`config.mk`:
```
export PLATFORM = sky130hd
export DESIGN_NAME = bfi_mod
export DESIGN_NICKNAME = d
export VERILOG_FILES = /design/src/design/bfi_pkg.sv /design/src/design/bfi_mod.sv
export SDC_FILE = /design/constraint.sdc
export NUM_CORES = 1
export LEC_CHECK = 0
export BUFFER_PORTS_ARGS = -buffer_cell sky130_fd_sc_hd__buf_2
export CAP_MARGIN = 20
export CORE_MARGIN = 3
export CORE_UTILIZATION = 35
export CTS_CLUSTER_DIAMETER = 120
export DETAILED_ROUTE_END_ITERATION = 10
export PLACE_DENSITY = 0.58
export SYNTH_ARGS = -nofsm -noshare
export SYNTH_HDL_FRONTEND = slang
export SYNTH_SLANG_ARGS = --single-unit
```
`constraint.sdc`:
```
create_clock -name i_clk -period 11.2 [get_ports i_clk]
set_input_delay 2.24 -clock i_clk [delete_from_list [all_inputs] [get_ports i_clk]]
set_output_delay 2.24 -clock i_clk [all_outputs]
set_load 0.1 [all_outputs]
```
`src/design/bfi_pkg.sv`:
```
`default_nettype none
package bfi_pkg;

    localparam int FILTER_BITS = 65536;
    localparam int MAX_HASHES  = 30;
    localparam int STORE_BYTES = (FILTER_BITS + 7) / 8;
    localparam int STORE_BITS  = STORE_BYTES * 8;
    localparam int ADDR_W      = $clog2(STORE_BYTES);
    localparam int POS_W       = $clog2(STORE_BITS);
    localparam int M_W         = POS_W + 1;
    localparam int K_W         = 5;
    localparam int CFG_W       = 17;
    localparam int HASH_W      = 32;
    localparam int ROT_RIGHT   = 17;
    localparam int MIN_BITS    = 64;
    localparam int LANES       = 3;
    localparam int MOD_ITERS   = HASH_W / 2;
    localparam int MOD_CNT_W   = $clog2(MOD_ITERS);

    localparam logic [1:0] OP_INSERT = 2'd0;
    localparam logic [1:0] OP_QUERY  = 2'd1;
    localparam logic [1:0] OP_CLEAR  = 2'd2;

    localparam logic REG_HASH_COUNT  = 1'b0;
    localparam logic REG_FILTER_BITS = 1'b1;

    localparam logic [K_W-1:0]   HASH_COUNT_RST  = K_W'(6);
    localparam logic [CFG_W-1:0] FILTER_BITS_RST = CFG_W'(65536);

    typedef enum logic [2:0] {
        S_CLEAR,
        S_IDLE,
        S_MOD,
        S_FIX,
        S_ADJ,
        S_PROBE,
        S_DRAIN,
        S_DONE
    } t_state;

    typedef struct packed {
        logic              we;
        logic [ADDR_W-1:0] waddr;
        logic [7:0]        wdata;
        logic [ADDR_W-1:0] raddr;
    } t_ram_req;

endpackage
`default_nettype wire

```
`src/design/bfi_mod.sv`:
```
`default_nettype none
module bfi_mod (
    input  wire logic                                       i_clk,
    input  wire logic                                       i_rst_n,
    input  wire logic                                       i_start,
    input  wire logic [bfi_pkg::M_W-1:0]                    i_m,
    input  wire logic [bfi_pkg::LANES-1:0][bfi_pkg::HASH_W-1:0] i_div,
    output logic                                            o_done,
    output logic [bfi_pkg::LANES-1:0][bfi_pkg::POS_W-1:0]   o_rem
);

    logic                                              r_busy;
    logic                                              r_done;
    logic [bfi_pkg::MOD_CNT_W-1:0]                     r_cnt;
    logic [bfi_pkg::M_W-1:0]                           r_m;
    logic [bfi_pkg::LANES-1:0][bfi_pkg::HASH_W-1:0]    r_div;
    logic [bfi_pkg::LANES-1:0][bfi_pkg::POS_W-1:0]     r_rem;
    logic [bfi_pkg::LANES-1:0][bfi_pkg::POS_W-1:0]     n_rem;

    function automatic logic [bfi_pkg::POS_W-1:0] mod_step(
        input logic [bfi_pkg::POS_W-1:0] rem,
        input logic                      dbit,
        input logic [bfi_pkg::M_W-1:0]   m
    );
        logic [bfi_pkg::M_W-1:0] t;
        logic [bfi_pkg::M_W-1:0] s;
        t = {rem, dbit};
        s = (t >= m) ? (t - m) : t;
        return s[bfi_pkg::POS_W-1:0];
    endfunction

    always_comb begin
        for (int i = 0; i < bfi_pkg::LANES; i++) begin
            n_rem[i] = mod_step(mod_step(r_rem[i], r_div[i][bfi_pkg::HASH_W-1], r_m),
                                r_div[i][bfi_pkg::HASH_W-2], r_m);
        end
    end

    always_ff @(posedge i_clk) begin
        if (!i_rst_n) begin
            r_busy <= 1'b0;
            r_done <= 1'b0;
            r_cnt  <= '0;
        end else begin
            r_done <= 1'b0;
            if (i_start) begin
                r_busy <= 1'b1;
                r_cnt  <= '0;
            end else if (r_busy) begin
                r_cnt <= r_cnt + 1'b1;
                if (r_cnt == bfi_pkg::MOD_CNT_W'(bfi_pkg::MOD_ITERS - 1)) begin
                    r_busy <= 1'b0;
                    r_done <= 1'b1;
                end
            end
        end
    end

    always_ff @(posedge i_clk) begin
        if (i_start) begin
            r_m   <= i_m;
            r_div <= i_div;
            r_rem <= '0;
        end else if (r_busy) begin
            for (int i = 0; i < bfi_pkg::LANES; i++) begin
                r_div[i] <= {r_div[i][bfi_pkg::HASH_W-3:0], 2'b00};
            end
            r_rem <= n_rem;
        end
    end

    assign o_done = r_done;
    assign o_rem  = r_rem;

endmodule
`default_nettype wire

```
==> results.json, run 1 <==
{
  "cp_max_fo": 28,
  "finalSetupViolCount": 0,
  "syn_inst": 1182,
  "grt_pass1_wl_mm": 50.3,
  "rows": 67,
  "vias": 9513,
  "start_kind": "register",
  "slew_viol_final": 0,
  "die_x_um": 192,
  "status": "finished clean",
  "yosys_most_used_dff": "edfxtp_1",
  "initial_core_util": 0.358,
  "slew_headroom": 0.306,
  "finClkSkew_ns": 0.0106,
  "arrival_ns": 6.48,
  "syn_area_per_cell_um2": 10.2,
  "ys_types": 81,
  "die_y_um": 192,
  "drc_errors": 0,
  "via_per_inst": 5.30,
  "hold_violations": 0,
  "drt-total-wl_mm": 31.7,
  "ctsHtreeMaxLevel": 4,
  "path_buf_inv": 1,
  "syn2layout_area_growth_pct": 15.4,
  "grt_max_degree": 87,
  "ys_ff_latch": 167,
  "crit_required_ns": 11.51,
  "dr.first_iter.drc_count": 562,
  "syn-num-nets": 1407,
  "wire_per_inst_um": 17.7,
  "crit_type": "register to register",
  "crit_path_top_delay_cell": "nor2_2",
  "ant_nets": 0,
  "fin_crit_sh": 0.551,
  "numPortBuffers": 164,
  "fin_crit_ns": 6.17,
  "layout-drive-gt1-share": 0.275,
  "core-area_um2": 33800,
  "fmax_mhz": 162,
  "gp_congestion": 0.849,
  "clk_latency_ns": 0.45,
  "tightest_slew_ns": 1.04,
  "ir_drop_mv": 0.127,
  "clk_pin_slew_ns": 0.08,
  "clockBufferDepth": 2,
  "async_reset_ff_frac": 0,
  "crit_family": "compound AO/OA/AOI/OAI gates",
  "grt_pass1_vias": 9235,
  "critPathCaptureType": "register",
  "synth_edf_count": 113,
  "rsz0062_at_grt": "no",
  "cts_sinks": 167,
  "fp.dieArea_um2": 36800,
  "syn_area_um2": 12100,
  "synth_warnings": 0,
  "cts_tree": "yes",
  "dp_hpwl_mm": 23.8,
  "cts_root_buf": "clkbuf_16",
  "power_density_nw_per_um2": 164,
  "final_util": 0.413,
  "cpPeakStageDelay_ns": 0.80,
  "cap_violations": 0,
  "overflow": 0,
  "holdCritPathClass": "register to register",
  "firstDrtPassIters": 5,
  "mostFrequentLayoutCell": "buf_2",
  "cts_resized": 0,
  "fin_nets": 1557,
  "fill_cells": 3360,
  "seq_area_frac_synth": 0.370,
  "post-cts-setup-buffers": 0,
  "io_pins": 165,
  "final_cell_mix": "163 x buf_2, 113 x edfxtp_1, 108 x mux2_2",
  "worstPathCellList": "inv_1, ha_1, nor2b_1, o31a_1, o41a_1, o21ai_4, a21oi_2, nor2b_4, nand2_1, o21ai_0, ha_1, nor2b_1, o21bai_1, a31oi_1, o211ai_1, a211oi_2, nor2_2, o21ai_0, a21oi_1, nor3_2",
  "power_leakage_nw": 5.90,
  "postCtsHoldBufs": 0,
  "grt.total_usage": 0.173,
  "grt_antenna_before_repair": 15,
  "cts_buffers": 17,
  "finalSetupTns_ns": 0
}
-- registers in the layout, indices dropped and copies added, names as in the netlist --
signal	flops
o_done	1
o_rem	48
r_busy	1
r_cnt	4
r_div	96
r_m	17
-- logic make-up after synthesis --
logic type,count (synthesis),synth area share
DFF,167,0.370
buffers and inverters,88,0.0322
AOI/OAI and AO/OA,295,0.170
xor gates and xnor gates,75,0.0544
and+or+nand+nor,310,0.127
adders and majority gates,109,0.117
muxes,138,0.130
-- Yosys cell counts (11+ instances only) --
| cell type | number | area, µm² |
|---|---|---|
| o21ai_0 | 48 | 240 |
| mux2i_1 | 19 | 190 |
| and3_1 | 13 | 81.3 |
| xor2_1 | 29 | 254 |
| clkbuf_1 | 27 | 101 |
| nor2_1 | 97 | 364 |
| nor2b_1 | 12 | 75.1 |
| mux2_2 | 108 | 1220 |
| nor3_1 | 31 | 155 |
| and2_1 | 11 | 68.8 |
| o21a_1 | 21 | 158 |
| dfxtp_1 | 54 | 1080 |
| inv_1 | 45 | 169 |
| nand3_1 | 19 | 95.1 |
| edfxtp_1 | 113 | 3390 |
| xnor2_1 | 46 | 403 |
| a211oi_1 | 20 | 150 |
| nand2_1 | 67 | 251 |
| a21oi_1 | 74 | 370 |
| a31oi_1 | 11 | 68.8 |
| ha_1 | 103 | 1290 |
| a21o_1 | 22 | 165 |
-- area by class of cell --
cell class	instances	area (µm²)	area share
inverters	47	176	0.0127
repair buffers	172	915	0.0656
multi-input cells	927	7240	0.519
well taps	448	561	0.0402
clock buffers	18	429	0.0308
clock inverters	13	139	0.00996
diodes	4	10.0	0.000718
flip-flops and latches	167	4480	0.321
-- where the power goes --
| group | switching (mW) | internal, mW | total (mW) |
|---|---|---|---|
| Combinational | 0.576 | 0.354 | 0.930 |
| Clock | 0.282 | 0.312 | 0.594 |
| Sequential | 0.0376 | 0.729 | 0.767 |
-- tightest hold or removal path, delay by kind of cell, from the launching register on --
kind	cells	cell delay, ns
flip-flops	1	0.33
AND/OR/NAND/NOR	2	0.10
-- stage by stage --
step	total power [mW]	area, µm²	hold WS [ns]	setup WS (ns)	std cells
4_1_cts	2.31	13900	0.466	5.02	1790
2_1_floorplan	1.52	12100	0.439	6.11	1182
3_5_place_dp	1.70	13300	0.459	5.11	1759
5_1_grt	2.43	13900	0.492	4.42	1795
3_3_place_gp	1.69	13300	0.462	5.24	1759
6_report	2.29	13900	0.465	5.03	1796
-- final timing paths --
path            start   endpoint  slack [ns]  cells past startpoint
max            r_m[1]  o_rem[28]        5.03                     20
min reg2reg  r_cnt[3]     o_done        0.46                      2
max reg2reg    r_m[1]  o_rem[28]        5.03                     20
min          r_cnt[3]     o_done        0.46                      2
-- routing by layer --
| layer | vias up | routed length, µm | GRT usage |
|---|---|---|---|
| li1 | 4743 | - | - |
| met1 | 4452 | 14400 | 0.223 |
| met2 | 240 | 14100 | 0.272 |
| met3 | 58 | 2550 | 0.0646 |
| met4 | 20 | 518 | 0.0485 |
| met5 | - | 146 | 0 |
(Power assumes the default switching activity.)
==> run 2: changes to the inputs <==
clock period = 5.8 ns   (was 11.2 ns; I/O delays follow)
==> run 2 against run 1 <==
Cell count up 0.67%. Routed wire length rose by 2.0%. Largest cell class unchanged. Utilization grew 0.29 points. First-iteration DRC count fell by 11%. Final area increased by 0.70%. Sequential power is 93% higher. Hold slack improved by 0.022 ns. Fmax up 14%.
==> results.json, run 2 (synthesis results as in run 1) <==
{
  "slew_headroom": 0.310,
  "internal_power_mw": 2.74,
  "cts_root_buf": "clkbuf_16",
  "core-area_um2": 33800,
  "finalSetupTns_ns": 0,
  "placed_area_um2": 13400,
  "vias": 9534,
  "power_density_nw_per_um2": 317,
  "crit_type": "register to register",
  "startpoint": "r_m[2]",
  "syn2layout_area_growth_pct": 16.2,
  "comb_power_share": 0.407,
  "holdCritPathClass": "register to register",
  "grt_max_degree": 104,
  "overflow": 0,
  "cts_sinks": 167,
  "grt_pass1_wl_mm": 51.3,
  "firstDrtPassIters": 5,
  "ctsHtreeMaxLevel": 4,
  "cts_buffers": 17,
  "wire_per_inst_um": 17.9,
  "start_kind": "register",
  "finalSetupViolCount": 0,
  "final_cell_mix": "163 x buf_2, 113 x edfxtp_1, 108 x mux2_2",
  "fin_area_um2": 14000,
  "largest_register_ffs": 96,
  "fin_crit_ns": 5.40,
  "grt.total_usage": 0.178,
  "p_clk_frac": 0.260,
  "fin_hold_ws_ns": 0.487,
  "fill_cells": 3341,
  "finClkSkew_ns": 0.0135,
  "fin_nets": 1572,
  "mostFrequentLayoutCell": "buf_2",
  "drc_errors": 0,
  "p_total_mw": 4.45,
  "drt-total-wl_mm": 32.3,
  "rsz0062_at_grt": "no",
  "clk_pin_slew_ns": 0.07,
  "fin_crit_sh": 0.931,
  "cp_max_fo": 12,
  "numPortBuffers": 164,
  "status": "finished clean",
  "largest-register": "r_div",
  "cts_tree": "yes",
  "hold_violations": 0,
  "gp_congestion": 0.867,
  "io_pins": 165,
  "p_sw_frac": 0.384,
  "critPathCaptureType": "register",
  "ant_nets": 0,
  "grt_antenna_before_repair": 14,
  "grt_pass1_vias": 9484,
  "min_from": "r_cnt[3]",
  "die_y_um": 192,
  "tightest_slew_ns": 1.04,
  "initial_core_util": 0.358,
  "fp.dieArea_um2": 36800,
  "die_x_um": 192,
  "cts_resized": 0,
  "cap_violations": 0,
  "layout-drive-gt1-share": 0.283,
  "via_per_inst": 5.27,
  "ir_drop_mv": 0.234,
  "fmax_mhz": 185,
  "clk_latency_ns": 0.44,
  "r2r_start": "r_m[2]",
  "dp_hpwl_mm": 24.6,
  "power_leakage_nw": 5.97,
  "dr.first_iter.drc_count": 499,
  "p_switching_mw": 1.71,
  "arrival_ns": 5.79,
  "crit_required_ns": 6.18,
  "clockBufferDepth": 2,
  "slew_viol_final": 0,
  "rows": 67,
  "sequentialPowerShare": 0.333
}
==> run 2: cell types whose count changed in the layout (fill, tap and decap cells not counted) <==
cell	previous run	this run
buf_4	6	22
diode_2	4	2
buf_12	0	1
buf_16	1	0
buf_8	1	0
bufinv_16	1	2
clkinv_8	1	0
inv_6	5	4
==> run 2: cell type report <==
| cell class | instances | area, µm² | area share |
|---|---|---|---|
| timing repair buffer | 187 | 1010 | 0.0721 |
| sequential | 167 | 4480 | 0.319 |
| antenna | 2 | 5.00 | 0.000357 |
| multi-input combinational | 927 | 7240 | 0.515 |
| clock inverter | 12 | 144 | 0.0102 |
| tap | 448 | 561 | 0.0399 |
| inverter | 47 | 176 | 0.0126 |
| clock buffer | 18 | 429 | 0.0306 |
==> run 2: what timing repair did <==
action | CTS | global route
setup endpoints to repair | 0 | 5
hold buffers | 0 | 0
buffers inserted | 0 | 2
==> run 2: power groups by stage <==
stage | registers, mW | clock network, mW | logic (mW)
after CTS | 1.49 | 1.20 | 1.81
after floorplan | 1.74 | 0 | 1.18
after detailed placement | 1.51 | 0 | 1.80
final | 1.48 | 1.16 | 1.81
after global placement | 1.51 | 0 | 1.79
after global routing | 1.50 | 1.23 | 2.00
==> run 2: final timing paths <==
path | slack [ns] | to | depth (start not counted)
min reg2reg | 0.49 | o_done | 2
min | 0.49 | o_done | 2
max reg2reg | 0.40 | o_rem[31] | 20
max | 0.40 | o_rem[31] | 20
==> run 2: metrics by stage <==
stage	setup slack, ns	utilization	cells
2_1_floorplan	0.708	-	1182
5_1_grt	0.0867	0.415	1806
4_1_cts	0.343	0.415	1804
3_3_place_gp	0.440	0.398	1774
3_5_place_dp	0.373	0.398	1774
6_report	0.398	0.416	1808
==> run 2: metal layers <==
| metal | share of wire | GRT usage | vias up |
|---|---|---|---|
| met4 | 0.019 | 0.0559 | 24 |
| met3 | 0.074 | 0.0652 | 54 |
| met1 | 0.46 | 0.229 | 4443 |
| li1 | - | - | 4781 |
| met2 | 0.44 | 0.277 | 232 |
| met5 | 0.0043 | 0 | - |
==> run 2: worst max-delay path: stages, from the launching register on <==
cell      delay (ns)
edfxtp_1        0.36
inv_1           0.26
ha_1            0.36
o21a_1          0.21
o31a_1          0.13
o41a_1          0.43
o21ai_4         0.25
a21oi_2         0.11
nor2b_4         0.38
buf_4           0.24
mux2_4          0.31
ha_1            0.36
and4_1          0.23
nand2_1         0.11
nor4_1          0.39
o21ai_0         0.13
a21oi_1         0.22
nor2_2          0.12
buf_4           0.16
o41a_1          0.41
a21bo_1         0.17
